<file path="config.mk">
export PLATFORM = sky130hd
export DESIGN_NAME = atan2_octant_lut
export DESIGN_NICKNAME = d
export VERILOG_FILES = /design/src/rtl/core/atn_pkg.sv /design/src/rtl/core/atan2_octant_lut.sv /design/src/rtl/core/atn_prep.sv /design/src/rtl/core/atn_div.sv /design/src/rtl/core/atn_fold.sv
export SDC_FILE = /design/constraint.sdc
export NUM_CORES = 1
export LEC_CHECK = 0
export BUFFER_PORTS_ARGS = -buffer_cell sky130_fd_sc_hd__buf_4
export CAP_MARGIN = 5
export CORE_UTILIZATION = 60
export CTS_CLUSTER_SIZE = 24
export DETAILED_ROUTE_END_ITERATION = 10
export GPL_TIMING_DRIVEN = 0
export PLACE_DENSITY_LB_ADDON = 0.12
export SLEW_MARGIN = 20
export SYNTH_ARGS = -nofsm -noshare
export SYNTH_HDL_FRONTEND = slang
export SYNTH_SLANG_ARGS = --single-unit
export TNS_END_PERCENT = 20
</file>
<file path="constraint.sdc">
create_clock -name clk -period 18.21 [get_ports clk]
set_clock_uncertainty 0.1 [all_clocks]
set_input_delay 3.642 -clock clk [delete_from_list [all_inputs] [get_ports clk]]
set_output_delay 3.642 -clock clk [all_outputs]
set_load 0.05 [all_outputs]
</file>
<file path="src/rtl/core/atn_pkg.sv">
// ----------------------------------------------------------------------------
// atn_pkg
// shared widths, octant codes, stage payload types and the arctangent rom
// ----------------------------------------------------------------------------
package atn_pkg;

  localparam int IN_W            = 16;
  localparam int ANGLE_W         = 16;
  localparam int LUT_ENTRIES     = 256;
  localparam int ANGLE_FRAC_BITS = 13;

  localparam int MAG_W = IN_W + 1;
  localparam int IDX_W = $clog2(LUT_ENTRIES);
  localparam int NUM_W = MAG_W + IDX_W;

  localparam real PI_R = 3.14159265358979323846;
  localparam int  PI_Q      = $rtoi(PI_R * (2.0 ** ANGLE_FRAC_BITS) + 0.5);
  localparam int  HALF_PI_Q = $rtoi(PI_R / 2.0 * (2.0 ** ANGLE_FRAC_BITS) + 0.5);

  // ratio step between neighboring table entries
  localparam real LUT_STEP_R = 1.0 / real'(LUT_ENTRIES - 1);

  // octant code: {x negative, y negative, |x| <= |y|}
  typedef enum logic [2:0] {
    OCT_XP_YP_LO = 3'd0,
    OCT_XP_YP_HI = 3'd1,
    OCT_XP_YN_LO = 3'd2,
    OCT_XP_YN_HI = 3'd3,
    OCT_XN_YP_LO = 3'd4,
    OCT_XN_YP_HI = 3'd5,
    OCT_XN_YN_LO = 3'd6,
    OCT_XN_YN_HI = 3'd7
  } oct_t;

  typedef struct packed {
    oct_t             code;
    logic             zero;
    logic [MAG_W-1:0] mn;
    logic [MAG_W-1:0] mx;
  } mag_item_t;

  typedef struct packed {
    oct_t             code;
    logic             zero;
    logic [NUM_W-1:0] rem;
    logic [MAG_W-1:0] mx;
    logic [IDX_W-1:0] quo;
  } div_item_t;

  typedef struct packed {
    oct_t             code;
    logic             zero;
    logic [IDX_W-1:0] quo;
  } idx_item_t;

  typedef logic [ANGLE_W-1:0] lut_arr_t [LUT_ENTRIES];

  // entry i = round(atan(i / (entries - 1)) * 2^frac), built at elaboration
  function automatic lut_arr_t build_lut();
    lut_arr_t tab;
    real      r;
    for (int i = 0; i < LUT_ENTRIES; i++) begin
      r = $atan(real'(i) * LUT_STEP_R) * (2.0 ** ANGLE_FRAC_BITS);
      tab[i] = ANGLE_W'($rtoi(r + 0.5));
    end
    return tab;
  endfunction

  localparam lut_arr_t LUT_ROM = build_lut();

endpackage

</file>
<file path="src/rtl/core/atan2_octant_lut.sv">
// ----------------------------------------------------------------------------
// atan2_octant_lut
// four-quadrant arctangent: octant fold, pipelined ratio divide, table lookup
// ----------------------------------------------------------------------------
//
//   channel  valid      stall      payload
//   input    in_valid   in_stall   x_val, y_val   (signed 16 bit each)
//   output   out_valid  out_stall  angle          (signed Q2.13, pi = 25736)
//
// one item per cycle sustained while out_stall stays low; 2 prep stages,
// 8 divider stages (one quotient bit each) and 2 for rom read and fold
// synchronous active-high reset clears every stage valid bit; data regs keep
// each stage holds while its successor is full and stalled; bubbles collapse,
// and the input is taken while a finished angle waits at the output if a stage is empty
//
module atan2_octant_lut (
  input  logic                                clk,
  input  logic                                rst,
  input  logic                                in_valid,
  output logic                                in_stall,
  input  logic signed [atn_pkg::IN_W-1:0]     x_val,
  input  logic signed [atn_pkg::IN_W-1:0]     y_val,
  output logic                                out_valid,
  input  logic                                out_stall,
  output logic signed [atn_pkg::ANGLE_W-1:0]  angle
);
  import atn_pkg::*;

  // prep -> divider transfer
  logic      prep_valid;
  logic      prep_stall;
  div_item_t prep_item;

  // divider -> fold transfer
  logic      div_valid;
  logic      div_stall;
  idx_item_t div_item;

  // magnitudes, octant code and dividend min * (entries - 1)
  atn_prep u_prep (
    .clk       (clk),
    .rst       (rst),
    .in_valid  (in_valid),
    .in_stall  (in_stall),
    .x_val     (x_val),
    .y_val     (y_val),
    .out_valid (prep_valid),
    .out_stall (prep_stall),
    .out_item  (prep_item)
  );

  // table index = floor(dividend / max), always below the table size
  atn_div u_div (
    .clk       (clk),
    .rst       (rst),
    .in_valid  (prep_valid),
    .in_stall  (prep_stall),
    .in_item   (prep_item),
    .out_valid (div_valid),
    .out_stall (div_stall),
    .out_item  (div_item)
  );

  // rom read and fold; both components zero forces a zero angle
  atn_fold u_fold (
    .clk       (clk),
    .rst       (rst),
    .in_valid  (div_valid),
    .in_stall  (div_stall),
    .in_item   (div_item),
    .out_valid (out_valid),
    .out_stall (out_stall),
    .angle     (angle)
  );

endmodule

</file>
<file path="src/rtl/core/atn_prep.sv">
// ----------------------------------------------------------------------------
// atn_prep
// magnitudes, octant code, min/max ordering and the scaled dividend
// ----------------------------------------------------------------------------
module atn_prep (
  input  logic                                clk,
  input  logic                                rst,
  input  logic                                in_valid,
  output logic                                in_stall,
  input  logic signed [atn_pkg::IN_W-1:0]     x_val,
  input  logic signed [atn_pkg::IN_W-1:0]     y_val,
  output logic                                out_valid,
  input  logic                                out_stall,
  output atn_pkg::div_item_t                  out_item
);
  import atn_pkg::*;

  logic signed [MAG_W-1:0] sx, sy;
  logic [MAG_W-1:0]        ax, ay;
  logic                    x_le_y;
  mag_item_t               mag_next;
  mag_item_t               mag;
  logic                    mag_valid;
  logic                    mag_ready;
  logic                    out_ready;
  div_item_t               div_next;

  // stage 1: magnitudes and octant
  always_comb begin
    sx = MAG_W'(x_val);
    sy = MAG_W'(y_val);
    ax = sx[MAG_W-1] ? MAG_W'(-sx) : MAG_W'(sx);
    ay = sy[MAG_W-1] ? MAG_W'(-sy) : MAG_W'(sy);
    x_le_y = (ax <= ay);
    mag_next.code = oct_t'({x_val[IN_W-1], y_val[IN_W-1], x_le_y});
    mag_next.zero = (ax == '0) && (ay == '0);
    mag_next.mn   = x_le_y ? ax : ay;
    mag_next.mx   = x_le_y ? ay : ax;
  end

  assign out_ready = !out_valid || !out_stall;
  assign mag_ready = !mag_valid || out_ready;
  assign in_stall  = !mag_ready;

  always_ff @(posedge clk) begin
    if (rst) begin
      mag_valid <= 1'b0;
    end else if (mag_ready) begin
      mag_valid <= in_valid;
    end
  end

  always_ff @(posedge clk) begin
    if (mag_ready && in_valid) begin
      mag <= mag_next;
    end
  end

  // stage 2: dividend = min * (entries - 1)
  always_comb begin
    div_next.code = mag.code;
    div_next.zero = mag.zero;
    div_next.rem  = NUM_W'(NUM_W'(mag.mn) * NUM_W'(LUT_ENTRIES - 1));
    div_next.mx   = mag.mx;
    div_next.quo  = '0;
  end

  always_ff @(posedge clk) begin
    if (rst) begin
      out_valid <= 1'b0;
    end else if (out_ready) begin
      out_valid <= mag_valid;
    end
  end

  always_ff @(posedge clk) begin
    if (out_ready && mag_valid) begin
      out_item <= div_next;
    end
  end

endmodule

</file>
<file path="src/rtl/core/atn_div.sv">
// ----------------------------------------------------------------------------
// atn_div
// pipelined restoring divider, one quotient bit per stage, msb first
// ----------------------------------------------------------------------------
module atn_div (
  input  logic                   clk,
  input  logic                   rst,
  input  logic                   in_valid,
  output logic                   in_stall,
  input  atn_pkg::div_item_t     in_item,
  output logic                   out_valid,
  input  logic                   out_stall,
  output atn_pkg::idx_item_t     out_item
);
  import atn_pkg::*;

  div_item_t stg [IDX_W];
  div_item_t stg_next [IDX_W];
  logic      vld [IDX_W];
  logic      rdy [IDX_W];

  for (genvar k = 0; k < IDX_W; k++) begin : g_stage
    localparam int BIT = IDX_W - 1 - k;

    div_item_t        src;
    logic             src_valid;
    logic [NUM_W-1:0] dvs;

    if (k == 0) begin : g_first
      assign src       = in_item;
      assign src_valid = in_valid;
    end else begin : g_rest
      assign src       = stg[k-1];
      assign src_valid = vld[k-1];
    end

    if (k == IDX_W - 1) begin : g_last
      assign rdy[k] = !vld[k] || !out_stall;
    end else begin : g_mid
      assign rdy[k] = !vld[k] || rdy[k+1];
    end

    // quotient is known to fit in IDX_W bits since min <= max
    always_comb begin
      dvs = NUM_W'(src.mx) << BIT;
      stg_next[k] = src;
      if (src.rem >= dvs) begin
        stg_next[k].rem      = src.rem - dvs;
        stg_next[k].quo[BIT] = 1'b1;
      end
    end

    always_ff @(posedge clk) begin
      if (rst) begin
        vld[k] <= 1'b0;
      end else if (rdy[k]) begin
        vld[k] <= src_valid;
      end
    end

    always_ff @(posedge clk) begin
      if (rdy[k] && src_valid) begin
        stg[k] <= stg_next[k];
      end
    end
  end

  assign in_stall       = !rdy[0];
  assign out_valid      = vld[IDX_W-1];
  assign out_item.code  = stg[IDX_W-1].code;
  assign out_item.zero  = stg[IDX_W-1].zero;
  assign out_item.quo   = stg[IDX_W-1].quo;

endmodule

</file>
<file path="src/rtl/core/atn_fold.sv">
// ----------------------------------------------------------------------------
// atn_fold
// rom lookup, then octant folding into the final angle
// ----------------------------------------------------------------------------
module atn_fold (
  input  logic                                 clk,
  input  logic                                 rst,
  input  logic                                 in_valid,
  output logic                                 in_stall,
  input  atn_pkg::idx_item_t                   in_item,
  output logic                                 out_valid,
  input  logic                                 out_stall,
  output logic signed [atn_pkg::ANGLE_W-1:0]   angle
);
  import atn_pkg::*;

  localparam logic signed [ANGLE_W:0] PI_S      = (ANGLE_W + 1)'(PI_Q);
  localparam logic signed [ANGLE_W:0] HALF_PI_S = (ANGLE_W + 1)'(HALF_PI_Q);

  logic                    lut_valid;
  logic                    lut_ready;
  logic                    out_ready;
  logic [ANGLE_W-1:0]      lut_val;
  oct_t                    lut_code;
  logic                    lut_zero;
  logic signed [ANGLE_W:0] t_s;
  logic signed [ANGLE_W:0] ang_wide;

  assign out_ready = !out_valid || !out_stall;
  assign lut_ready = !lut_valid || out_ready;
  assign in_stall  = !lut_ready;

  // stage 1: table read
  always_ff @(posedge clk) begin
    if (rst) begin
      lut_valid <= 1'b0;
    end else if (lut_ready) begin
      lut_valid <= in_valid;
    end
  end

  always_ff @(posedge clk) begin
    if (lut_ready && in_valid) begin
      lut_val  <= LUT_ROM[in_item.quo];
      lut_code <= in_item.code;
      lut_zero <= in_item.zero;
    end
  end

  // stage 2: fold by octant
  always_comb begin
    t_s = $signed({1'b0, lut_val});
    case (lut_code)
      OCT_XP_YP_LO: ang_wide = t_s;
      OCT_XP_YP_HI: ang_wide = HALF_PI_S - t_s;
      OCT_XP_YN_LO: ang_wide = -t_s;
      OCT_XP_YN_HI: ang_wide = t_s - HALF_PI_S;
      OCT_XN_YP_LO: ang_wide = PI_S - t_s;
      OCT_XN_YP_HI: ang_wide = HALF_PI_S + t_s;
      OCT_XN_YN_LO: ang_wide = t_s - PI_S;
      OCT_XN_YN_HI: ang_wide = -HALF_PI_S - t_s;
      default:      ang_wide = '0;
    endcase
    if (lut_zero) begin
      ang_wide = '0;
    end
  end

  always_ff @(posedge clk) begin
    if (rst) begin
      out_valid <= 1'b0;
    end else if (out_ready) begin
      out_valid <= lut_valid;
    end
  end

  always_ff @(posedge clk) begin
    if (out_ready && lut_valid) begin
      angle <= ang_wide[ANGLE_W-1:0];
    end
  end

endmodule

</file>
==> metrics.txt, run 1 <==
status=finished, final reports clean; Synth warnings=0; vias in the first global route=25450; Reg2Reg Depth=17; Max Clk Rate=101.6 MHz; DR vias/cell=6.393; Setup crit start=out_stall; post-DP HPWL=68170 microns; Final setup viols=0; Net Sw Frac=39.05%; Final Slew Violations=0; routed wire length=90580 microns; GRT Total Usage=32.68%; Post-Synthesis Cells=3198; CTS tree=yes; clock tree buffer depth=3; sequential power share=30.4%; part of the Yosys area used for sequential elements=44.75%; synthesized area=32860 sq um; cell leakage power=14.56 nW; ys async rst share=0%; Internal=0.002986 W; Critical R2R Capture=u_prep.out_item[43]$_DFFE_PP_; pin count of the biggest net entering global routing=54; Avg Cell Area, Syn=10.27 sq um; Worst VDD drop=0.2779 mV; Initial Util=60.94%; WHS=305.0 ps; routed length per placed instance=22.34 microns; total area of sequential cells=14700 sq um; Die H=236.0 microns; Rows=85; post-layout instance area=36210 sq um; core area=53920 sq um; worst r2r src=u_prep.mag[26]$_DFFE_PP_; WS Path Type=primary input to primary output; io pins=54; flops & latches, synth=491; post-cts resize count=0; # DRC=0; commonest non-fill, non-tap cells in the layout=487 x edfxtp_1, 352 x inv_1, 242 x nand2_1; Buffers on Ports=53; CTS Hold Bufs=0; grt ovf=0; worst setup path endpoint=in_stall; antenna violations before repair=1; Psw=0.001913 W; insertion delay to the later sink of the worst-skew pair=610 ps; antenna-violating nets left=0; first-pass GRT wire length=142400 microns; Overall Power=0.004900 W; Routability Congestion=0.9719; max cap viols=0; final layout net count=3676; startpoint class of the critical path=primary input; CTS Sinks=491; total die area=55710 sq um; post-placement cell area=34570 sq um; fraction of layout cells with a size suffix above 1=7.147%; Hold Crit Class=flop to flop; Worst setup EP type=primary output; Slew @ Worst Pin=978.4 ps; Distinct cells, synth=93; commonest non-fill, non-tap cell in the layout=edfxtp_1; H-tree levels=2; Worst EP arrival=6100 ps; Top FF cell, synth=edfxtp_1; first drt pass iteration count=8; die span in x=236.0 microns; CTS buffer count=50; Worst slew margin=33.85%; Pwr Density=135.3 nW/um^2; Worst-path clk slew=60 ps; RSZ-0062 raised after global routing=false; footprint of the multi-input gates=16470 sq um; EDFF count, synth=487; Setup Buffers After CTS=0; Tcrit/Tclk final=54.04%; Fillers=3925; Synth-to-Final Area Change=10.20%; Initial DRC Count=3109; Critical Path RT=14470 ps; setup TNS=0 ps; Fin. Hold Viols=0; R2R Setup Slk=12680 ps; clock power share=21.2%; Gate power share=48.4%; Final Critical Period=9841 ps; Crit Path Max Fanout=8; Layout Utilization=67.16%; Via Count=25920; clk root buf=clkbuf_16
[synthesized netlist by cell type, drive strengths merged, types with 10 or more instances]
cell type / n / area [sq um]
a211oi: 46 / 345.3
a21boi: 14 / 116.4
a21o: 57 / 427.9
a21oi: 241 / 1214
a221oi: 15 / 131.4
a31oi: 26 / 162.7
and3: 18 / 112.6
buf: 33 / 148.9
clkbuf: 80 / 300.3
edfxtp: 487 / 14620
fa: 83 / 1662
ha: 238 / 2978
inv: 354 / 1331
mux2: 18 / 210.2
mux2i: 51 / 510.5
mux4: 10 / 225.2
nand2: 242 / 908.4
nand2b: 47 / 294.0
nand3: 61 / 305.3
nand4: 32 / 200.2
nor2: 224 / 843.3
nor2b: 48 / 300.3
nor3: 56 / 285.3
nor4: 25 / 171.4
o211ai: 25 / 187.7
o21a: 34 / 255.2
o21ai: 218 / 1091
o22ai: 16 / 100.1
o31ai: 30 / 225.2
o41ai: 10 / 102.6
or2: 13 / 81.33
or3: 20 / 130.1
or4: 10 / 78.82
xnor2: 86 / 753.2
xor2: 91 / 797.0
[power by group through the flow]
stage | combinational, W | clock, W | sequential (W)
after floorplan | 0.00172 | 0 | 0.00149
after global placement | 0.00219 | 0 | 0.00151
after detailed placement | 0.00228 | 0 | 0.00151
after CTS | 0.00233 | 0.00106 | 0.00149
after global routing | 0.00263 | 0.00110 | 0.00149
final | 0.00237 | 0.00104 | 0.00149
[how the worst min path moves through the flow]
stage                           startpoint                            to  slack (ps)  depth (start not counted)
4_1_cts        u_div.stg[0][167]$_DFFE_PP_     u_div.stg[1][5]$_DFFE_PP_         300                          0
2_1_floorplan   u_div.stg[0][50]$_DFFE_PP_   u_div.stg[0][104]$_DFFE_PP_         300                          0
5_1_grt        u_div.stg[0][167]$_DFFE_PP_     u_div.stg[1][5]$_DFFE_PP_         310                          0
3_3_place_gp   u_div.stg[1][213]$_DFFE_PP_  u_fold.lut_code[0]$_DFFE_PP_         300                          0
6_report       u_div.stg[0][167]$_DFFE_PP_     u_div.stg[1][5]$_DFFE_PP_         300                          0
3_5_place_dp    u_div.stg[0][60]$_DFFE_PP_   u_div.stg[0][114]$_DFFE_PP_         300                          0
[per-layer routing]
metal / wire (microns) / track usage (%) / vias to the layer above
li1: - / - / 11830
met1: 37670 / 44.26 / 12420
met2: 42000 / 53.10 / 1416
met3: 7500 / 5.149 / 251
met4: 3398 / 12.44 / 2
met5: 13 / 0 / -
[critical path: stages]
cell     delay (ps)
buf_4           120
and3_1          240
and3_1          360
nand3_1         160
nor2_1          620
and4_1          470
nand3_1         140
inv_1           130
buf_4           210
[kinds of logic (layout without fill, tap and decap cells)]
kind of cell             after synthesis  count (layout)  share of synthesized area (%)
AND/OR/NAND/NOR                      835             835                          12.29
AO/OA/AOI/OAI                        825             825                          15.79
flip-flops                           491             491                          44.75
buffers and inverters                468             626                          5.430
adder cells (fa/ha/maj)              321             321                          14.12
XOR/XNOR                             177             177                          4.718
multiplexers                          79              79                          2.879
other                                  2               5                        0.02286
[flip-flops by register name, summed over array words and instances, names as in the netlist]
name and flops:
u_fold.out_valid 1, u_prep.mag 17, u_fold.lut_val 13, u_prep.mag_valid 1, u_fold.lut_zero 1, u_fold.lut_valid 1, u_prep.out_valid 1, u_fold.lut_code 3
u_div.stg 362, u_fold.angle 16, u_div.vld 8, u_prep.div_next 21, u_prep.out_item 46
[metrics by stage]
| stage | cells | setup WS (ps) |
|---|---|---|
| 2_1_floorplan | 3200 | 9307 |
| 3_3_place_gp | 3949 | 7818 |
| 3_5_place_dp | 3963 | 8362 |
| 4_1_cts | 4054 | 8351 |
| 5_1_grt | 4054 | 8166 |
| 6_report | 4055 | 8369 |
[area by class of cell]
type / count / area share (%)
Sequential cell: 491 / 40.61
Antenna cell: 1 / 0.006910
Clock inverter: 27 / 0.8569
Tap cell: 696 / 2.405
Clock buffer: 64 / 3.683
Inverter: 355 / 3.687
Timing Repair Buffer: 67 / 2.035
Multi-Input combinational cell: 2241 / 45.48
Buffer: 113 / 1.240
Power figures use the tool's default switching activity.
==> run 2: changes to the inputs <==
Settings changed: ABC_AREA set to 1.
Clock period 18.21 ns to 9.1 ns, I/O delays scaled along.
==> metrics.txt, run 2 <==
Initial DRC Count=2804 (was 3109); Synth top cells by count=1120 x nand2_1, 649 x inv_1, 487 x edfxtp_1 (was 487 x edfxtp_1, 352 x inv_1, 242 x nand2_1); met2 Use GR=53.61% (was 53.10%); grt ovf=0 (unchanged); Die H=246.4 microns (was 236.0 microns); ant diodes=0 (was 1); H-tree levels=2 (unchanged); WS Path Type=primary input to primary output (unchanged); total die area=60720 sq um (was 55710 sq um); Max Clk Rate=184.3 MHz; max cap viols=0 (unchanged); first drt pass iteration count=6 (was 8); sequential power share=30.0% (was 30.4%); area leader, netlist=edfxtp_1 (unchanged); Crit Path Max Fanout=4 (was 8); GRT Total Usage=33.22% (was 32.68%); most flop-heavy register=u_div.stg (unchanged); Final setup viols=0 (unchanged); Final Critical Period=5426 ps; Routability Congestion=0.9927 (was 0.9719); ys async rst share=0% (unchanged); status=finished, final reports clean (unchanged); clk root buf=clkbuf_16 (unchanged); Synth warnings=0 (unchanged); Post-Synth Simple-Gate Area=24.01% (was 12.29%); worst hold stages=0 (unchanged); Net Sw Frac=41.79% (was 39.05%); Rows=89 (was 85); cell family with most CP delay=simple AND/OR/NAND/NOR gates (unchanged); Synth Area in XOR/XNOR=2.981% (was 4.718%); Setup Buffers After CTS=0 (unchanged); M3 GR Usage=5.120% (was 5.149%); Worst-path clk slew=60 ps (about the same); pin count of the biggest net entering global routing=41 (was 54); Critical Path RT=7180 ps (was 14470 ps); Non-Filler Instances=5304 (was 4055); Buffers on Ports=53 (unchanged); CTS tree=yes (unchanged); Initial Util=60.73% (was 60.94%); commonest non-fill, non-tap cell in the layout=nand2_1 (was edfxtp_1); vias in the first global route=29260 (was 25450); critical path buffer and inverter count=3 (unchanged); Placed Cells=5208 (was 3963); Fin. Hold Viols=0 (unchanged); io pins=54 (unchanged); routed length per placed instance=18.80 microns (was 22.34 microns); insertion delay to the later sink of the worst-skew pair=620 ps (was 610 ps); commonest non-fill, non-tap cells in the layout=1120 x nand2_1, 645 x inv_1, 487 x edfxtp_1 (was 487 x edfxtp_1, 352 x inv_1, 242 x nand2_1); post-DP HPWL=79140 microns (was 68170 microns); Distinct cells, synth=63 (was 93); setup TNS=0 ps (unchanged); Pwr Density=255.5 nW/um^2 (was 135.3 nW/um^2); CTS Hold Bufs=0 (unchanged); DR vias/cell=5.741 (was 6.393); Worst EP arrival=3510 ps (was 6100 ps); antenna violations before repair=0 (was 1); flops & latches, synth=491 (unchanged); max FFs per register=362 (unchanged); Gate power share=49.4% (was 48.4%); GRT Max-Usage Layer=met2 (unchanged); cell leakage power=17.61 nW (was 14.56 nW); Worst setup EP type=primary output (unchanged); Slowest-stage cell, CP=nor2_1 (unchanged); clock tree buffer depth=3 (unchanged); met1 usage=45.53% (was 44.26%); post-cts resize count=0 (unchanged); startpoint class of the critical path=primary input (unchanged); Reg2Reg Depth=17 (unchanged); Compound-Gate Fraction of Synth Area=10.69% (was 15.79%); antenna-violating nets left=0 (unchanged); first-pass GRT wire length=156900 microns (was 142400 microns); Largest stage delay, worst path=300 ps (was 620 ps); Top FF cell, synth=edfxtp_1 (unchanged); # DRC=0 (unchanged); part of the Yosys area used for sequential elements=41.02% (was 44.75%); die span in x=246.4 microns (was 236.0 microns); Hold Crit Class=flop to flop (unchanged); Synth-to-Final Area Change=9.300% (was 10.20%); Final Slew Violations=0 (unchanged); Psw=0.004182 W (was 0.001913 W); Via Count=30450 (was 25920); Synth top area share=40.80% (was 44.51%); Worst path most repeated cell=nor2_1; Worst VDD drop=0.4595 mV (was 0.2779 mV); footprint of the multi-input gates=18210 sq um (was 16470 sq um); Worst slew margin=37.31% (was 33.85%); adder-cell share of the synthesized area=12.94% (was 14.12%); Slew @ Worst Pin=936.9 ps (was 978.4 ps); CTS buffer count=52 (was 50); Avg Cell Area, Syn=8.206 sq um (was 10.27 sq um); largest family of logic cells by synthesized area=simple AND/OR/NAND/NOR gates (was compound AO/OA/AOI/OAI gates); Levels on crit path=10 (was 9); Post-Synthesis Cells=4368 (was 3198); fraction of layout cells with a size suffix above 1=7.769% (was 7.147%); cells along the critical path=buf_4, nand2_1, nor2_1, nand4_1, nor2_1, nand4_1, nor2_1, nand3_1, inv_1, buf_4 (was buf_4, and3_1, and3_1, nand3_1, nor2_1, and4_1, nand3_1, inv_1, buf_4); total area of sequential cells=14700 sq um (unchanged); Fillers=4998 (was 3925); most frequent cell after synthesis=nand2_1 (was edfxtp_1); CTS Sinks=491 (unchanged); Tcrit/Tclk final=59.63%; routed wire length=99710 microns (was 90580 microns); core area=59020 sq um (was 53920 sq um); mux contribution to synthesized area=0% (was 2.879%); EDFF count, synth=487 (unchanged); Internal=0.005826 W (was 0.002986 W); final layout net count=4846 (was 3676); synth top area cells=edfxtp_1 41%, nand2_1 12%, ha_1 8.3% (was edfxtp_1 45%, ha_1 9.1%, fa_1 5.1%); synthesized area=35840 sq um (was 32860 sq um); RSZ-0062 raised after global routing=false (unchanged); clock power share=20.6% (was 21.2%)
run 2: changes by cell type after synthesis, sizes merged, moves of 49 or more:
| cell | before | now |
|---|---|---|
| inv | 354 | 656 |
| nor2 | 224 | 388 |
| nand2 | 242 | 1161 |
| mux2i | 51 | 0 |
| nand4 | 32 | 81 |
| nand3 | 61 | 294 |
| clkbuf | 80 | 22 |
| o21ai | 218 | 279 |
run 2: worst paths after layout:
kind,to,from,slack (ps)
hold reg to reg,u_div.stg[1][112]$_DFFE_PP_,u_div.stg[1][58]$_DFFE_PP_,300
hold / removal,u_div.stg[1][112]$_DFFE_PP_,u_div.stg[1][58]$_DFFE_PP_,300
setup / recovery,in_stall,out_stall,3670
setup reg to reg,u_prep.out_item[43]$_DFFE_PP_,u_prep.mag[20]$_DFFE_PP_,4240
run 2: power groups by stage:
stage | Combinational [W] | Clock [W] | Sequential [W]
6_report | 0.00494 | 0.00206 | 0.00301
2_1_floorplan | 0.00366 | 0 | 0.00299
3_5_place_dp | 0.00479 | 0 | 0.00305
5_1_grt | 0.00561 | 0.00218 | 0.00302
4_1_cts | 0.00486 | 0.00209 | 0.00300
3_3_place_gp | 0.00471 | 0 | 0.00305
run 2: cells by family after synthesis:
kind of cell | after synthesis
simple gates | 2024
buf+inv | 738
compound gates | 670
flops | 491
fa+ha+maj | 321
xor+xnor | 122
other cells | 2
run 2: layout make-up:
class                   instances  area share [%]
plain buffers                  81           1.284
clock buffers                  64           3.513
clock inverters                32          0.7410
inverters                     657           6.333
multi-input cells            3141           46.48
flip-flops and latches        491           37.53
well taps                     773           2.469
repair buffers                 65           1.645
run 2: per-stage QoR:
stage               instance area [sq um]  hold WS (ps)  power, W  setup slack, ps  utilization, %
finish                              39180         295.5   0.01001             3674           66.38
CTS                                 39180         278.6  0.009964             3670           66.38
global placement                    37210         301.3  0.007758             2636           63.05
detailed placement                  37510         304.5  0.007837             3672           63.55
global route                        39180         300.9   0.01080             3449           66.38
floorplan                           35850         300.3  0.006649             4021               -
run 2: metal layers:
metal	up-vias	share of wire, %
met2	1239	45
li1	14800	-
met3	228	7.9
met5	-	0
met4	0	3.4
met1	14190	43
